`src/hdl/lss_pkg.sv`:
```
// ----------------------------------------------------------------------------
// lss_pkg
// Shared types and constants of the Laplacian sharpening stream.
// ----------------------------------------------------------------------------
package lss_pkg;

  localparam int MAX_WIDTH = 2048;
  localparam int COL_W     = $clog2(MAX_WIDTH);
  localparam int ROW_W     = 17;               // runs one row past the height while flushing
  localparam int Q_DEPTH   = 4;
  localparam int QCNT_W    = $clog2(Q_DEPTH + 1);

  localparam logic [1:0] REG_FRAME_WIDTH  = 2'd0;
  localparam logic [1:0] REG_FRAME_HEIGHT = 2'd1;
  localparam logic [1:0] REG_STRENGTH     = 2'd2;

  localparam logic [11:0] WIDTH_RST    = 12'd640;
  localparam logic [15:0] HEIGHT_RST   = 16'd480;
  localparam logic [11:0] STRENGTH_RST = 12'd256;

  // one centre pixel with its four neighbours, ready for the arithmetic
  typedef struct packed {
    logic [7:0]  alpha;
    logic [23:0] cm;
    logic [23:0] cl;
    logic [23:0] cr;
    logic [23:0] ct;
    logic [23:0] cb;
    logic        last;
  } job_t;

  typedef struct packed {
    logic valid;
    job_t job;
  } push_t;

endpackage

```
`src/hdl/lss_back.sv`:
```
// ----------------------------------------------------------------------------
// lss_back
// Laplacian, strength multiply, floor and clamp, with the output register.
// ----------------------------------------------------------------------------
module lss_back (
  input  logic          clk,
  input  logic          rst_n,
  input  logic          head_valid,
  input  lss_pkg::job_t head,
  output logic          pop,
  input  logic [11:0]   strength,
  output logic          out_valid,
  input  logic          out_ready,
  output logic [7:0]    out_alpha_out,
  output logic [7:0]    out_red_out,
  output logic [7:0]    out_green_out,
  output logic [7:0]    out_blue_out,
  output logic          out_last_of_frame
);

  logic        en;
  logic        b1_v_r, b2_v_r, o_v_r;
  logic [7:0]  b1_a_r, b2_a_r;
  logic [23:0] b1_c_r, b2_c_r;
  logic        b1_l_r, b2_l_r;
  logic [10:0] b1_d_r [3];
  logic signed [22:0] b2_p_r [3];
  logic [10:0] d_nxt [3];
  logic signed [22:0] p_nxt [3];
  logic [7:0]  q_nxt [3];
  logic [7:0]  o_a_r, o_r_r, o_g_r, o_b_r;
  logic        o_l_r;

  assign en  = !o_v_r || out_ready;
  assign pop = en;

  always_comb begin
    for (int k = 0; k < 3; k++) begin
      d_nxt[k] = {1'b0, head.cm[8*k +: 8], 2'b00}
               - {3'b0, head.cl[8*k +: 8]} - {3'b0, head.cr[8*k +: 8]}
               - {3'b0, head.ct[8*k +: 8]} - {3'b0, head.cb[8*k +: 8]};
      p_nxt[k] = $signed(b1_d_r[k]) * $signed(strength);
    end
  end

  // v = 256*c + s*d, then floor to an integer and clamp; alpha 0 passes the centre through
  always_comb begin
    logic signed [23:0] v;
    for (int k = 0; k < 3; k++) begin
      v = $signed({8'b0, b2_c_r[8*k +: 8], 8'b0}) + $signed({b2_p_r[k][22], b2_p_r[k]});
      if (b2_a_r == 8'd0) begin
        q_nxt[k] = b2_c_r[8*k +: 8];
      end else if (v[23]) begin
        q_nxt[k] = 8'd0;
      end else if (v[22:16] != '0) begin
        q_nxt[k] = 8'd255;
      end else begin
        q_nxt[k] = v[15:8];
      end
    end
  end

  always_ff @(posedge clk) begin
    if (!rst_n) begin
      b1_v_r <= 1'b0;
      b2_v_r <= 1'b0;
      o_v_r  <= 1'b0;
    end else if (en) begin
      b1_v_r <= head_valid;
      b2_v_r <= b1_v_r;
      o_v_r  <= b2_v_r;
    end
  end

  always_ff @(posedge clk) begin
    if (en) begin
      b1_a_r <= head.alpha;
      b1_c_r <= head.cm;
      b1_l_r <= head.last;
      b2_a_r <= b1_a_r;
      b2_c_r <= b1_c_r;
      b2_l_r <= b1_l_r;
      for (int k = 0; k < 3; k++) begin
        b1_d_r[k] <= d_nxt[k];
        b2_p_r[k] <= p_nxt[k];
      end
      o_a_r <= b2_a_r;
      o_b_r <= q_nxt[0];
      o_g_r <= q_nxt[1];
      o_r_r <= q_nxt[2];
      o_l_r <= b2_l_r;
    end
  end

  assign out_valid         = o_v_r;
  assign out_alpha_out     = o_a_r;
  assign out_red_out       = o_r_r;
  assign out_green_out     = o_g_r;
  assign out_blue_out      = o_b_r;
  assign out_last_of_frame = o_l_r;

endmodule

```
`config.mk`:
```
export PLATFORM = sky130hd
export DESIGN_NAME = lss_back
export DESIGN_NICKNAME = d
export VERILOG_FILES = /design/src/hdl/lss_pkg.sv /design/src/hdl/lss_back.sv
export SDC_FILE = /design/constraint.sdc
export NUM_CORES = 1
export LEC_CHECK = 0
export BUFFER_PORTS_ARGS = -buffer_cell sky130_fd_sc_hd__clkbuf_2
export CELL_PAD_IN_SITES_DETAIL_PLACEMENT = 1
export CELL_PAD_IN_SITES_GLOBAL_PLACEMENT = 2
export CORE_MARGIN = 5
export CORE_UTILIZATION = 45
export CTS_BUF_LIST = sky130_fd_sc_hd__clkbuf_4 sky130_fd_sc_hd__clkbuf_8
export DETAILED_ROUTE_END_ITERATION = 6
export PLACE_DENSITY = 0.95
export RECOVER_POWER = 50
export SLEW_MARGIN = 40
export SYNTH_ARGS = -nofsm -noshare
export SYNTH_HDL_FRONTEND = slang
export SYNTH_SLANG_ARGS = --single-unit
export TNS_END_PERCENT = 50
```
`constraint.sdc`:
```
create_clock -name clk -period 16.1 [get_ports clk]
set_input_delay 3.22 -clock clk [delete_from_list [all_inputs] [get_ports clk]]
set_output_delay 3.22 -clock clk [all_outputs]
set_load 0.02 [all_outputs]
```
### After elaboration in Yosys (flattened, before gate mapping)

Memory sizes are Yosys's and may differ from the RTL's.
Index checks and enable logic that the tools add are counted.

* flip-flop bits (word level): 102
* output and inout bits: 35
* memories: 2
* bits in writable memories: 102
* logic and storage cells: 51
* input bits: 145

Memories
* b2_p_r: words 3, bits a word 23, rd ports 3, clocked after Yosys merged registers in 0, write ports 3, line lss_back.sv:27 `logic signed [22:0] b2_p_r [3];`
* b1_d_r: words 3, bits a word 11, rd ports 3, clocked after Yosys merged registers in 0, write ports 3, line lss_back.sv:26 `logic [10:0] b1_d_r [3];`

* add/subtract/negate cells: 15
* multiply operators: 3
* reduce and logical (&&, ||, !) cells: 6
* multiplexer cells: 11

Operators by type and width (number)
* subtractor 11 x 8 -> 11 bit: 9
* adder 17 x 23 -> 24 bit: 3
* two-way mux 8 bit: 9
* multiplier 11 x 12 -> 23 bit: 3
* subtractor 10 x 8 -> 11 bit: 3
* nonzero test 7 bit: 3
* logical NOT 8 bit: 1
* two-way mux 1 bit: 2
* logical NOT 1 bit: 1
* logical OR 1 bit: 1

### Depth between registers and ports, before layout

* depth in word-level cells: 5
* mapped depth: 20
* gate-level depth less buffers: 19

### Worst setup path before layout

No wires, ideal clock.

* kind: input to output
* start point: input out_ready
* end point: output pop
* cell stages on the path: 1
* buffers on the path: 0
* arrival time: 7692 ps
* setup slack: 5188 ps
* required time: 12880 ps
* path through: nand2b_1

* cells in the longest elaborated chain, start to end: 1

Ends and longest elaborated chain
* from (decl): line lss_back.sv:13 `input logic out_ready,`
* logical OR 1 bit: line lss_back.sv:34 `assign en = !o_v_r || out_ready;`
* to (decl): line lss_back.sv:10 `output logic pop,`

Every way passes these cells.

### Worst setup path after layout

Ends and elaborated chain as after synthesis.

==> flow_summary.ini <==
[status]
status = finished with violations
violations = max-capacitance violations, max-slew violations

[critical_path]
path_max_fanout = 38
cp-end-kind = output port
worstReg2RegEnd = b2_p_r[0][22]$_DFFE_PP_
slowest_delay_ns = 1.45
path_class = input pin to output port
cp_num_buf_inv = 2
start_kind = input pin
cp.arrival_ns = 5.17
cpMostUsedCell = clkbuf_2
critical-path-slowest-cell = nand2b_1
crit_path_cell_trace = clkbuf_2 > nand2b_1 > clkbuf_2
cp_top_family = simple AND/OR/NAND/NOR gates
worst_ep_required_time_ns = 12.88
r2r_cells = 16
reg2reg_slack_ns = 10.29
timing.rr.start = b1_d_r[0][10]$_DFFE_PP_

[drt]
drc = 0
ant_nets = 0
drtIter0Drc = 819
vias = 16638
wl_mm = 59.80
drt-pass1-iter-count = 5
avgViaCountPerCell = 5.244
wire_per_inst_microns = 18.85

[synth]
ys_warn_count = 0
ys_types = 66
synthesis.nets = 3123
postSynthCellCount = 2330
ys_seq_elements = 180
synthArstFlopShare_pct = 0
syn_area_sq_um = 24450
synth.avg_cell_area_sq_um = 10.49
synth_edf_count = 177
synth_ff_type = edfxtp_1
synth-seq-area-share_pct = 21.99

[floorplanning]
core_sq_um = 53810
die_w_microns = 243.1
dieArea_sq_um = 59090
start_util_pct = 45.43
rows = 85
die_y_microns = 243.1
io_pins = 180

[clocking]
cts_tree = built
clockRootBuffer = clkbuf_8
post_cts_buffers = 0
htree_levels = 4
cts_resized = 0
cts_buffers = 17
clock_path_buffers = 2
clk_pin_slew_ns = 0.11
insertion_delay_ns = 0.58
holdBufCountCts = 0
cts.sinks = 180

[min_path]
hold_class = flip-flop to flip-flop
whs_endpoint = b2_c_r[19]$_DFFE_PP_
hold_path.startpoint = b1_c_r[19]$_DFFE_PP_
hold_depth = 0

[sta]
slew_viol_final = 186
slew_headroom_pct = -171.3
fin_crit_ns = 8.386
setup-violations-final = 0
layout_worst_path_cycle_share_pct = 52.08
fin_setup_tns_ns = 0
rsz0062_at_grt = false
fmax_mhz = 119.3
tightest_slew_ns = 4.070
hold_violations = 0
fin_skew_ns = 0.02943

[global_routing]
gr-usage-met2_pct = 39.70
grt_max_degree = 77
met3_usage_pct = 3.311
grt_antenna_before_repair = 3
grtUsageMet1_pct = 24.63
grt.busiest_layer = met2
grt_pass1_wl_mm = 99.93
grt_pass1_vias = 19845
track_usage_pct = 21.13
grt.overflow.total = 0

[cells_and_area]
drive_gt1_share_pct = 8.407
fillers = 6094
final_common_cell = inv_1
fin_nets = 3254
area_growth_pct = 7.703
final_cell_mix = inv_1 (508), fa_1 (444), nand2_1 (230), ha_1 (204), edfxtp_1 (177)

[run]
cap_violations = 3

[placement]
place.gp.congestion = 0.8303
dpl.hpwl_mm = 48.51
port_buffers = 179
per-layer routing:
metal	routed length [microns]	share of wire, %
met2	33020	55
met1	23630	40
met3	1746	2.9
met5	7	0.012
met4	1396	2.3
through the flow:
step / cell area, sq um / setup WS [ns] / utilization (%) / std cells / hold WS, ns
6_report: 26330 / 7.714 / 48.93 / 3173 / 0.4293
5_1_grt: 26330 / 7.545 / 48.92 / 3172 / 0.4358
4_1_cts: 26400 / 7.878 / 49.06 / 3170 / 0.4324
3_5_place_dp: 25990 / 7.242 / 48.29 / 3138 / 0.4052
3_3_place_gp: 25980 / 7.464 / 48.28 / 3138 / 0.4018
2_1_floorplan: 24450 / 5.188 / - / 2330 / 0.4003
cells in the mapped netlist (all sizes together) (4+ instances only):
library cell,instances,area [sq um]
inv,508,1907
fa,444,8889
nand2,230,863.3
ha,204,2552
edfxtp,177,5315
and2,170,1064
a21oi,75,386.6
xnor2,73,639.4
nor2,70,262.8
clkbuf,69,259.0
o21ai,45,236.5
a21o,24,180.2
xor2,24,210.2
o21a,20,150.1
nand2b,19,118.9
nor3,19,95.09
a211oi,17,165.2
and3,14,87.58
nand3,14,70.07
nor2b,10,62.56
o221a,8,90.09
mux2i,6,72.57
nand4,6,37.54
o21bai,6,48.80
or2,6,37.54
a31oi,5,37.53
nor4,5,31.28
o211ai,5,37.54
a211o,4,35.03
a21boi,4,30.03
a221oi,4,41.29
o2111ai,4,41.29
o22ai,4,31.28
logic make-up (layout without fill, tap and decap cells):
| family | Yosys count | in the layout | synth area share, % |
|---|---|---|---|
| AOI/OAI and AO/OA | 247 | 247 | 7.104 |
| xor gates and xnor gates | 97 | 97 | 3.475 |
| adders and majority gates | 648 | 648 | 46.80 |
| buffers and inverters | 581 | 725 | 8.926 |
| DFF | 180 | 180 | 21.99 |
| muxes | 6 | 6 | 0.2968 |
| other | 0 | 3 | 0 |
| and+or+nand+nor | 571 | 571 | 11.41 |
flip-flops by register name, indices dropped and copies added, names as in the netlist:
register / count
out_red_out: 8
b2_p_r: 45
b1_l_r: 1
b1_c_r: 24
out_last_of_frame: 1
b1_d_r: 33
out_valid: 1
b2_v_r: 1
b1_v_r: 1
b2_a_r: 8
b1_a_r: 8
out_blue_out: 8
out_green_out: 8
b2_c_r: 24
b2_l_r: 1
out_alpha_out: 8
cell type report:
class	instances	area [sq um]	share of cell area, %
Tap cell	696	870.8	3.307
Clock buffer	17	234.0	0.8886
Clock inverter	15	178.9	0.6795
Multi-Input combinational cell	1569	16860	64.05
Antenna cell	3	7.507	0.02851
Sequential cell	180	5375	20.41
Inverter	511	1918	7.285
Timing Repair Buffer	182	880.8	3.345
worst max-delay path by stage:
stage | from | end | cells after the start
final | out_ready | pop | 3
after global routing | strength[11] | b2_p_r[0][22]$_DFFE_PP_ | 18
after CTS | strength[6] | b2_p_r[0][44]$_DFFE_PP_ | 18
after detailed placement | strength[6] | b2_p_r[0][45]$_DFFE_PP_ | 18
after global placement | strength[7] | b2_p_r[0][41]$_DFFE_PP_ | 18
after floorplan | out_ready | pop | 1
worst reg2reg max path, cell delays in order, from the launching register on:
cell      delay [ns]
edfxtp_1        0.58
clkinv_1        0.47
nor2_1          0.27
fa_1            0.47
fa_1            0.53
fa_1            0.45
fa_1            0.50
inv_1           0.05
fa_1            0.49
inv_1           0.05
ha_1            0.32
a211o_1         0.28
a211o_1         0.31
and3_1          0.23
o21ai_1         0.26
nand2_1         0.11
a311oi_1        0.28
Power is left out: the tool's default activity adds up to more than one toggle a clock period on the data nets, which glitch-free logic cannot reach.
