## src/hdl/lss_pkg.sv

```systemverilog
// ----------------------------------------------------------------------------
// lss_pkg
// Shared types and constants of the Laplacian sharpening stream.
// ----------------------------------------------------------------------------
package lss_pkg;

  localparam int MAX_WIDTH = 2048;
  localparam int COL_W     = $clog2(MAX_WIDTH);
  localparam int ROW_W     = 17;               // runs one row past the height while flushing
  localparam int Q_DEPTH   = 4;
  localparam int QCNT_W    = $clog2(Q_DEPTH + 1);

  localparam logic [1:0] REG_FRAME_WIDTH  = 2'd0;
  localparam logic [1:0] REG_FRAME_HEIGHT = 2'd1;
  localparam logic [1:0] REG_STRENGTH     = 2'd2;

  localparam logic [11:0] WIDTH_RST    = 12'd640;
  localparam logic [15:0] HEIGHT_RST   = 16'd480;
  localparam logic [11:0] STRENGTH_RST = 12'd256;

  // one centre pixel with its four neighbours, ready for the arithmetic
  typedef struct packed {
    logic [7:0]  alpha;
    logic [23:0] cm;
    logic [23:0] cl;
    logic [23:0] cr;
    logic [23:0] ct;
    logic [23:0] cb;
    logic        last;
  } job_t;

  typedef struct packed {
    logic valid;
    job_t job;
  } push_t;

endpackage

```

## src/hdl/lss_fifo.sv

```systemverilog
// ----------------------------------------------------------------------------
// lss_fifo
// Short job queue between the windowing front and the arithmetic back.
// ----------------------------------------------------------------------------
module lss_fifo (
  input  logic                         clk,
  input  logic                         rst_n,
  input  lss_pkg::push_t               push,
  input  logic                         pop_req,
  output logic                         head_valid,
  output lss_pkg::job_t                head,
  output logic [lss_pkg::QCNT_W-1:0]   count
);

  localparam int PTR_W = $clog2(lss_pkg::Q_DEPTH);

  lss_pkg::job_t              mem_r [lss_pkg::Q_DEPTH];
  logic [PTR_W-1:0]           wr_ptr_r, wr_ptr_nxt, rd_ptr_r, rd_ptr_nxt;
  logic [lss_pkg::QCNT_W-1:0] cnt_r, cnt_nxt;
  logic                       do_pop;

  assign head_valid = (cnt_r != '0);
  assign head       = mem_r[rd_ptr_r];
  assign count      = cnt_r;
  assign do_pop     = pop_req && head_valid;

  always_comb begin
    wr_ptr_nxt = push.valid ? wr_ptr_r + PTR_W'(1) : wr_ptr_r;
    rd_ptr_nxt = do_pop ? rd_ptr_r + PTR_W'(1) : rd_ptr_r;
    cnt_nxt    = cnt_r + lss_pkg::QCNT_W'(push.valid) - lss_pkg::QCNT_W'(do_pop);
  end

  always_ff @(posedge clk) begin
    if (!rst_n) begin
      wr_ptr_r <= '0;
      rd_ptr_r <= '0;
      cnt_r    <= '0;
    end else begin
      wr_ptr_r <= wr_ptr_nxt;
      rd_ptr_r <= rd_ptr_nxt;
      cnt_r    <= cnt_nxt;
    end
  end

  always_ff @(posedge clk) begin
    if (push.valid) begin
      mem_r[wr_ptr_r] <= push.job;
    end
  end

endmodule

```

## config.mk

```make
export PLATFORM = sky130hd
export DESIGN_NAME = lss_fifo
export DESIGN_NICKNAME = d
export VERILOG_FILES = /design/src/hdl/lss_pkg.sv /design/src/hdl/lss_fifo.sv
export SDC_FILE = /design/constraint.sdc
export NUM_CORES = 1
export LEC_CHECK = 0
export BUFFER_PORTS_ARGS = -buffer_cell sky130_fd_sc_hd__buf_2
export CAP_MARGIN = 20
export CORE_MARGIN = 3
export CORE_UTILIZATION = 35
export CTS_CLUSTER_DIAMETER = 150
export DETAILED_ROUTE_END_ITERATION = 10
export GPL_ROUTABILITY_DRIVEN = 0
export GPL_TIMING_DRIVEN = 0
export SLEW_MARGIN = 20
export SYNTH_ARGS = -nofsm -noshare
export SYNTH_HDL_FRONTEND = slang
export SYNTH_SLANG_ARGS = --single-unit
export TNS_END_PERCENT = 10
```

## constraint.sdc

```tcl
create_clock -name clk -period 9.58 [get_ports clk]
set_clock_uncertainty 0.2 [all_clocks]
set_input_delay 1.916 -clock clk [delete_from_list [all_inputs] [get_ports clk]]
set_output_delay 1.916 -clock clk [all_outputs]
set_load 0.05 [all_outputs]
```

# ---- Word level (Yosys, flattened, before mapping)
# Memory sizes are Yosys's and may differ from the RTL's. A register that Yosys moved wholly into a read port is not among the register bits.
# Index checks and enable logic that the tools add are counted.
dict set report word_totals {
  ff_bits 7
  ram_bits 516
  inputBits 133
  out_inout_bits 133
  word_cells 14
  memories 1
}
dict set report op_classes {
  addsub 4
  mux 4
  reduce_logical 2
}
# memory words width rd rd_clocked_by_memory_dff wr line
set memory_table {}
lappend memory_table {mem_r 4 129 1 1 1 lss_fifo.sv:17} ;# lss_pkg::job_t mem_r [lss_pkg::Q_DEPTH];
# op count
set op_table {}
lappend op_table {{adder 2 x 1 -> 2 bit (second input constant)} 2}
lappend op_table {{2-to-1 mux 2 bit} 2}
lappend op_table {{adder 3 x 1 -> 3 bit} 1}
lappend op_table {{nonzero test 3 bit} 1}
lappend op_table {{subtractor 3 x 1 -> 3 bit} 1}
lappend op_table {{2-to-1 mux 1 bit} 2}
lappend op_table {{logical AND 1 bit} 1}

# ---- Longest topological paths before layout
# Gate-level depths: netlist (run 1).
dict set report logic_depth {
  word_depth 4
  depth_mapped 7
  ltp_nobuf 7
}

# ---- Worst setup path before layout (run 1)
# No wires, ideal clock.
dict set report synth_path {
  path_type {input -> register}
  startpoint {input port push[129] in the netlist's numbering}
  endpoint {memory mem_r[0][0] in the netlist's numbering, enable pin}
  setup_ns 0.503
  arrival_time_ns 4.871
  required_time_ns 8.877
  setup_slack_ns 4.006
  stages 1
  path_buffers 0
  cell_sequence {and2_1}
}
dict set report synth_between {
  elab_chain_cells 2
}
# element line
set synth_rtl {}
lappend synth_rtl {{from (decl)} lss_fifo.sv:8} ;# input lss_pkg::push_t push,
lappend synth_rtl {{2-to-1 mux 1 bit} lss_fifo.sv:46} ;# if (push.valid) begin
lappend synth_rtl {{2-to-1 mux 1 bit (implied by the code)} lss_fifo.sv:47} ;# mem_r[wr_ptr_r] <= push.job;
lappend synth_rtl {{to (decl)} lss_fifo.sv:17}
# No other way between the ends.

==> results.json, run 1 <==
{
  "status": "finished, final reports clean",
  "yosysSeqAreaShare_pct": 82.1,
  "post_cts_buffers": 0,
  "clkSlewWorstSetupHoldPaths_ps": 60,
  "p_seq_share_pct": 42.4,
  "crit_path_end_kind": "output port",
  "use_met1_pct": 18.0,
  "p_sw_share_pct": 31.2,
  "ys_async_sr_fraction_pct": 0,
  "comb_power_share_pct": 25.5,
  "whs_ps": 286,
  "synthCells": 717,
  "cp-start-kind": "flip-flop",
  "hold_class": "reg -> reg",
  "hold_violations": 0,
  "die_area_mm2": 0.0574,
  "synth_top_area_share_pct": 81.2,
  "antenna_found_initial": 6,
  "p_switching_mw": 1.97,
  "drive_above_1_share_pct": 46.7,
  "yosysWarningCount": 0,
  "setup_viol": 0,
  "portBuffers": 265,
  "ant_nets": 0,
  "synth_edf_count": 516,
  "final.setup.tns_ps": 0,
  "postCtsHoldBufs": 0,
  "grtUsageTotal_pct": 13.7,
  "synth_nets": 857,
  "ios": 266,
  "yosys.area.top_type": "edfxtp_1",
  "numCtsBuffers": 55,
  "grt_pass1_wl_um": 58600,
  "period_minus_slack_ps": 4650,
  "worstPathMaxFanout": 10,
  "rsz0062_at_grt": "false",
  "via_per_inst": 4.84,
  "initial_core_util_pct": 35.8,
  "first_pass_iters": 4,
  "core-area_mm2": 0.0533,
  "first_iter_violations": 445,
  "grt-ovfl-total": 0,
  "ys_types": 20,
  "peakVddDrop_mv": 0.173,
  "ys_seq_elements": 525,
  "drt-total-wl_um": 39200,
  "internal-power_mw": 4.34,
  "num-fill-cells": 4549,
  "fmaxAchievable_mhz": 215,
  "wl_per_cell_um": 22.0,
  "busiest_layer": "met2",
  "worstSetupPathType": "reg -> out",
  "grt_pass1_vias": 9256,
  "synthTopCellsByArea": "edfxtp_1, mux4_2, dfxtp_1",
  "max_cap_viol_count": 0,
  "clockBufferDepth": 3,
  "vias": 8618,
  "timing.final.crit_share_pct": 48.6,
  "grtUsageMet3_pct": 4.33,
  "grt_max_degree": 41,
  "required_ps": 7460,
  "yosys-top-cells-count": "edfxtp_1, mux4_2, buf_6",
  "synth_most_common_cell": "edfxtp_1",
  "syn_area_mm2": 0.0191,
  "leakagePower_nw": 7.80,
  "post_cts_resized": 0,
  "worstPathArrival_ps": 2540,
  "maxSlewViolCount": 0,
  "fp.dieH_um": 240,
  "p_per_area_mw_per_mm2": 271,
  "synth_flop_cell": "edfxtp_1",
  "clock_sinks": 525,
  "num_rows": 84,
  "power_frac_clock_pct": 32.1,
  "clk_latency_ps": 570,
  "num-nets-final": 1191,
  "syn_to_final_growth_pct": 22.0,
  "max_slew_margin_pct": 43.6,
  "met2_usage_pct": 22.0,
  "clock-root-buffer": "clkbuf_16",
  "tightest_slew_ps": 846,
  "postSynthAreaPerCell_um2": 26.6,
  "tritoncts": "yes",
  "dp_hpwl_um": 24500,
  "htreeDepth": 2,
  "fp.dieW_um": 240,
  "drc": 0
}
placed cells by master (no fill, tap or decap), drive strengths merged:
cell type / Yosys / routed
dfxtp: 9 / 9
xnor3: 1 / 1
inv: 6 / 8
diode: 0 / 3
buf: 24 / 301
clkinvlp: 0 / 2
or3: 1 / 1
o311ai: 1 / 1
clkbuf: 4 / 71
and2: 8 / 8
nor2b: 1 / 1
edfxtp: 516 / 516
bufinv: 0 / 5
xor2: 1 / 1
fa: 1 / 1
nand2b: 2 / 2
nand2: 2 / 2
mux4: 129 / 129
clkinv: 0 / 21
mux2i: 4 / 4
ha: 6 / 6
o31a: 1 / 1
worst paths after layout:
check | cells after the start | endpoint | from | slack [ps]
min reg2reg | 2 | flip-flop | rd_ptr_r[1] | 290
max | 4 | head[65] | flip-flop | 4930
min | 2 | flip-flop | rd_ptr_r[1] | 290
max reg2reg | 6 | mem_r[0][36] | wr_ptr_r[0] | 7210
logic make-up after synthesis:
kind of cell / synth area share, %
AOI/OAI and AO/OA: 0.0918
xor gates and xnor gates: 0.164
adders and majority gates: 0.498
buffers and inverters: 1.28
DFF: 82.1
muxes: 15.4
and+or+nand+nor: 0.433
stage by stage:
stage | util [%] | power [mW] | cell area, um^2 | cells | setup slack (ps)
final | 43.7 | 6.31 | 23300 | 1782 | 4930
after global routing | 43.7 | 6.58 | 23300 | 1779 | 4720
after CTS | 43.7 | 6.42 | 23300 | 1779 | 4760
after detailed placement | 40.5 | 4.37 | 21600 | 1682 | 5400
after global placement | 39.9 | 4.37 | 21300 | 1670 | 980
after floorplan | - | 3.96 | 19100 | 717 | 4010
sequential cells by signal, indices dropped and copies added, names as in the netlist, named ones only:
register	count
mem_r	516
count	3
rd_ptr_r	2
wr_ptr_r	2
layer usage:
metal  part of all wire [%]  wire length, um
met5                   0.15               57
met2                     48            18900
met3                    7.2             2810
met1                     42            16600
met4                    2.2              867
power groups by stage:
stage / Combinational, mW / Clock, mW / Sequential, mW
2_1_floorplan: 1.22 / 0 / 2.75
3_3_place_gp: 1.62 / 0 / 2.75
3_5_place_dp: 1.64 / 0 / 2.72
4_1_cts: 1.65 / 2.09 / 2.68
5_1_grt: 1.70 / 2.20 / 2.68
6_report: 1.61 / 2.03 / 2.67
cell type report:
type                       instances  area [um^2]  area share (%)
antenna                            3         7.51          0.0322
buffer                            28          221           0.951
clock buffer                      67         1420            6.10
clock inverter                    30          288            1.24
inverter                           6         22.5          0.0967
multi-input combinational        158         3180            13.7
sequential                       525        15700            67.3
tap                              688          861            3.70
timing repair buffer             277         1610            6.92
worst max-delay path: stages, from the launching register on:
cell	delay [ps]
dfxtp_1	340
buf_4	270
clkbuf_1	680
mux4_2	420
buf_2	240
(Power assumes the default switching activity.)
==> run 2: changes to the inputs <==
--- a/config.mk
+++ b/config.mk
@@ -5,6 +5,7 @@
 export SDC_FILE = /design/constraint.sdc
 export NUM_CORES = 1
 export LEC_CHECK = 0
+export ABC_AREA = 1
 export BUFFER_PORTS_ARGS = -buffer_cell sky130_fd_sc_hd__buf_2
 export CAP_MARGIN = 20
 export CORE_MARGIN = 3
==> constraint.sdc (replaced) <==
create_clock -name clk -period 4.85 [get_ports clk]
set_clock_uncertainty 0.2 [all_clocks]
set_input_delay 0.97 -clock clk [delete_from_list [all_inputs] [get_ports clk]]
set_output_delay 0.97 -clock clk [all_outputs]
set_load 0.05 [all_outputs]
==> run 2 against run 1 <==
  * Via count rose by 40%
  * Synthesized area up 2.6%
  * Worst setup slack worse by 4000 ps
  * Largest power group unchanged
  * Critical path type unchanged
  * Register-to-register slack worse by 4600 ps
  * Total power increased by 120%
  * Highest routed layer unchanged
  * Clock power is 110% higher
  * Sequential power is 97% higher
  * Final cell count rose by 36%
==> results.json, run 2 <==
{
  "drt-total-wl_um": 50600,
  "synthCells": 1307,
  "grt_pass1_wl_um": 76100,
  "period_minus_slack_ps": 3950,
  "yosysWarningCount": 0,
  "status": "finished, final reports clean",
  "grtUsageTotal_pct": 16.9,
  "cp_cell_sequence": "buf_2 -> clkbuf_1 -> o21ai_0 -> o22ai_1 -> buf_2",
  "postCtsHoldBufs": 0,
  "placed_cell_area_mm2": 0.0220,
  "drc": 0,
  "clockBufferDepth": 3,
  "clkSlewWorstSetupHoldPaths_ps": 60,
  "final_cell_area_mm2": 0.0239,
  "portBuffers": 265,
  "num-fill-cells": 4966,
  "setup_viol": 0,
  "synth_top_area_share_pct": 79.1,
  "fp.dieW_um": 243,
  "maxSlewViolCount": 0,
  "synth_flop_cell": "edfxtp_1",
  "required_ps": 3680,
  "core-area_mm2": 0.0552,
  "dp.cells": 2324,
  "htreeDepth": 2,
  "hold_violations": 0,
  "max_cap_viol_count": 0,
  "final.setup.tns_ps": 0,
  "die_area_mm2": 0.0589,
  "syn_area_mm2": 0.0196,
  "mostFrequentLayoutCells": "edfxtp_1, buf_2, nor2_1, o21ai_0, o22ai_1",
  "ant_nets": 0,
  "synthTopCellsByArea": "edfxtp_1, nor2_1, o21ai_0",
  "grt-ovfl-total": 0,
  "antenna_found_initial": 11,
  "cp-start-kind": "flip-flop",
  "tritoncts": "yes",
  "synth_nets": 1447,
  "post_cts_buffers": 0,
  "clock_sinks": 525,
  "postSynthAreaPerCell_um2": 15.0,
  "yosys-top-cells-count": "edfxtp_1, nor2_1, o21ai_0",
  "fin_cells": 2431,
  "slowest_delay_ps": 490,
  "worst_path_most_repeated_cell": "buf_2",
  "worstSetupPathType": "reg -> out",
  "fmaxAchievable_mhz": 253,
  "numCtsBuffers": 54,
  "ios": 266,
  "regArea_mm2": 0.0157,
  "setup_slack_ps": 896,
  "ys_seq_elements": 525,
  "synth_edf_count": 516,
  "crit_family": "buffers and inverters",
  "dp_slack_ps": 1370,
  "leakagePower_nw": 8.34,
  "fp.dieH_um": 243,
  "synth_most_common_cell": "edfxtp_1",
  "hold_class": "reg -> reg",
  "worstPathArrival_ps": 2780,
  "drive_above_1_share_pct": 24.1,
  "ys_async_sr_fraction_pct": 0,
  "ys_types": 19,
  "syn_to_final_growth_pct": 21.9,
  "max_slew_margin_pct": 59.7,
  "num_rows": 86,
  "rsz0062_at_grt": "false",
  "first_pass_iters": 5,
  "grt_pass1_vias": 12400,
  "clock-root-buffer": "clkbuf_16",
  "post_cts_resized": 0,
  "yosys.area.top_type": "edfxtp_1",
  "grt_max_degree": 73,
  "clk_latency_ps": 590,
  "worstPathMaxFanout": 10,
  "cp_slowest_cell": "dfxtp_1",
  "initial_core_util_pct": 35.5,
  "yosysSeqAreaShare_pct": 80.0,
  "final_util_pct": 43.3,
  "first_iter_violations": 822,
  "multiInputGateArea_mm2": 0.00329,
  "num-nets-final": 1772,
  "final_common_cell": "edfxtp_1",
  "via_per_inst": 4.96,
  "peakVddDrop_mv": 0.454,
  "dp_hpwl_um": 30600,
  "crit_buf_inv": 3,
  "tightest_slew_ps": 605,
  "timing.final.crit_share_pct": 81.5,
  "largest_register_ffs": 516,
  "p_per_area_mw_per_mm2": 572,
  "vias": 12100,
  "crit_path_end_kind": "output port",
  "largest_register": "mem_r",
  "wl_per_cell_um": 20.8
}
==> run 2: report_power, final <==
part | internal [mW] | switching [mW]
logic | 0.917 | 3.16
clock network | 2.63 | 1.68
registers | 5.20 | 0.0618
==> run 2: worst register-to-register path, cell delays in order (launching register included) <==
cell and delay, ps:
dfxtp_1 320, inv_1 120, ha_1 160, nand2_1 130, inv_8 360, buf_16 350
==> run 2: per-layer routing <==
layer	vias up	global-route usage [%]	part of all wire [%]
met5	-	0	0.14
met4	12	5.43	2.8
met3	97	4.28	7.4
met2	375	27.0	47
met1	5961	22.8	42
li1	5608	-	-
==> run 2: logic make-up (layout without fill, tap and decap cells) <==
group	Yosys count	count (layout)	share of synthesized area, %
AOI/OAI and AO/OA	395	395	10.9
DFF	525	525	80.0
other	0	5	0
and+or+nand+nor	279	279	5.36
buffers and inverters	101	472	3.23
adders and majority gates	7	7	0.485
==> run 2: worst paths after layout <==
path	from	to	slack, ps	cells after the start
min reg2reg	rd_ptr_r[0]	rd_ptr_r[0]	300	2
max reg2reg	wr_ptr_r[0]	mem_r[0][67]	2660	5
max	flip-flop	head[63]	900	5
min	rd_ptr_r[0]	rd_ptr_r[0]	300	2
==> run 2: per-stage QoR <==
stage	hold slack (ps)	total power, mW
after CTS	307	13.8
after floorplan	248	8.23
after global placement	263	9.48
final	300	13.7
after detailed placement	291	9.49
after global routing	327	14.2
==> run 2: final cells by class <==
cell class | instances | share of cell area (%)
diodes | 5 | 0.0524
inverters | 17 | 0.403
well taps | 748 | 3.92
multi-input cells | 681 | 13.8
clock inverters | 27 | 1.40
flip-flops and latches | 525 | 65.6
plain buffers | 84 | 2.37
repair buffers | 269 | 6.02
clock buffers | 75 | 6.43
==> run 3: changes to the inputs <==
==> constraint.sdc (replaced) <==
create_clock -name clk -period 4 [get_ports clk]
set_clock_uncertainty 0.2 [all_clocks]
set_input_delay 0.8 -clock clk [delete_from_list [all_inputs] [get_ports clk]]
set_output_delay 0.8 -clock clk [all_outputs]
set_load 0.05 [all_outputs]
==> run 3 against run 2 <==
  * Total power is 18% higher
  * Flip-flop and latch count stayed put
  * Register-to-register slack worse by 1000 ps
  * Clock power is 11% higher
  * Largest power group unchanged
  * Core utilization is 0.18 points lower
  * Critical path type unchanged
  * Critical path depth stayed put
  * Design area is 0.41% lower
  * Largest cell class unchanged
  * Die area stayed put
  * Hold slack worse by 76 ps
  * First-iteration DRC count is 3.2% higher
  * Final cell count is 0.21% higher
  * Via count is 1.1% higher
==> results.json, run 3 (synthesized netlist as in run 2, its figures left out) <==
{
  "reg2reg_from": "wr_ptr_r[0]",
  "vias": 12200,
  "numCtsBuffers": 55,
  "drc": 0,
  "tritoncts": "yes",
  "cp-start-kind": "flip-flop",
  "tightest_slew_ps": 635,
  "grt_pass1_vias": 12300,
  "hold_violations": 0,
  "die_area_mm2": 0.0589,
  "clk_latency_ps": 570,
  "mostFrequentLayoutCells": "edfxtp_1, buf_2, nor2_1, o21ai_0, o22ai_1",
  "portBuffers": 265,
  "grt_max_degree": 76,
  "maxSlewViolCount": 0,
  "post_cts_resized": 0,
  "placed_cell_area_mm2": 0.0221,
  "max_slew_margin_pct": 57.7,
  "fp.dieW_um": 243,
  "grt_pass1_wl_um": 76900,
  "initial_core_util_pct": 35.5,
  "max_cap_viol_count": 0,
  "crit_path_end_kind": "output port",
  "required_ps": 3000,
  "via_per_inst": 5.00,
  "leakagePower_nw": 8.26,
  "post_cts_buffers": 0,
  "worstPathArrival_ps": 2710,
  "clock_sinks": 525,
  "clkSlewWorstSetupHoldPaths_ps": 60,
  "ios": 266,
  "clockBufferDepth": 3,
  "whs_ps": 224,
  "setup_viol": 0,
  "reg2reg_depth": 7,
  "clock-root-buffer": "clkbuf_16",
  "largest_register_ffs": 516,
  "dp_hpwl_um": 31100,
  "p_per_area_mw_per_mm2": 679,
  "ant_nets": 0,
  "final_common_cell": "edfxtp_1",
  "antenna_found_initial": 16,
  "status": "finished, final reports clean",
  "grt-ovfl-total": 0,
  "first_pass_iters": 5,
  "core-area_mm2": 0.0552,
  "final_cell_area_mm2": 0.0238,
  "wl_per_cell_um": 21.2,
  "grtUsageTotal_pct": 17.2,
  "drive_above_1_share_pct": 24.1,
  "ff2ff_setup_slack_ps": 1620,
  "min_from": "push[110]",
  "largest_register": "mem_r",
  "drt-total-wl_um": 51600,
  "fmaxAchievable_mhz": 270,
  "worstPathMaxFanout": 10,
  "num-nets-final": 1777,
  "worstSetupPathType": "reg -> out",
  "period_minus_slack_ps": 3710,
  "hold_class": "in -> reg",
  "fp.dieH_um": 243,
  "postCtsHoldBufs": 0,
  "timing.final.crit_share_pct": 92.7,
  "peakVddDrop_mv": 0.503,
  "num_rows": 86,
  "first_iter_violations": 848,
  "syn_to_final_growth_pct": 21.4,
  "rsz0062_at_grt": "false",
  "hold_path_depth": 1,
  "htreeDepth": 2
}
## run 3: changes by cell type in the layout (fill, tap and decap cells not counted), sizes merged
cell / change
clkbuf: -2
diode: +5
clkinvlp: +6
buf: +4
clkinv: -2
bufinv: -6
## run 3: where the power goes
group,internal [mW],switching (mW)
sequential,6.31,0.0720
clock,2.75,2.05
combinational,1.12,3.85
## run 3: per-layer routing
metal  GRT usage, %  wire, um  vias to the layer above
li1               -         -                     5620
met1           22.0     21400                     6074
met2           28.5     25000                      389
met3           4.82      3840                       93
met4           5.06      1300                       14
met5              0       106                        -
## run 3: final timing paths
check                  endpoint
setup reg to reg   mem_r[2][65]
hold reg to reg     rd_ptr_r[0]
setup / recovery       head[79]
hold / removal    mem_r[0][110]
## run 3: area by class of cell
type	instances	area (um^2)
clock buffer	73	1500
sequential	525	15700
timing repair buffer	273	1520
multi-input combinational	681	3290
tap	748	936
clock inverter	25	186
fill	4989	31400
buffer	84	567
inverter	17	92.6
antenna	10	25.0
## run 3: critical path: stages (launching register included)
cell,delay (ps)
dfxtp_1,440
buf_2,430
clkbuf_1,500
o21ai_0,170
o22ai_1,260
buf_2,310
## run 3: per-stage QoR
| step | setup WS (ps) | power (mW) | TNS, ps | cells | utilization [%] |
|---|---|---|---|---|---|
| 2_1_floorplan | -0.498 | 9.97 | -192 | 1307 | - |
| 3_3_place_gp | -2540 | 11.5 | -1125910 | 2320 | 39.6 |
| 3_5_place_dp | 781 | 11.5 | 0 | 2328 | 40.0 |
| 4_1_cts | 140 | 16.4 | 0 | 2426 | 43.0 |
| 5_1_grt | 40.5 | 16.8 | 0 | 2432 | 43.1 |
| 6_report | 293 | 16.1 | 0 | 2436 | 43.1 |
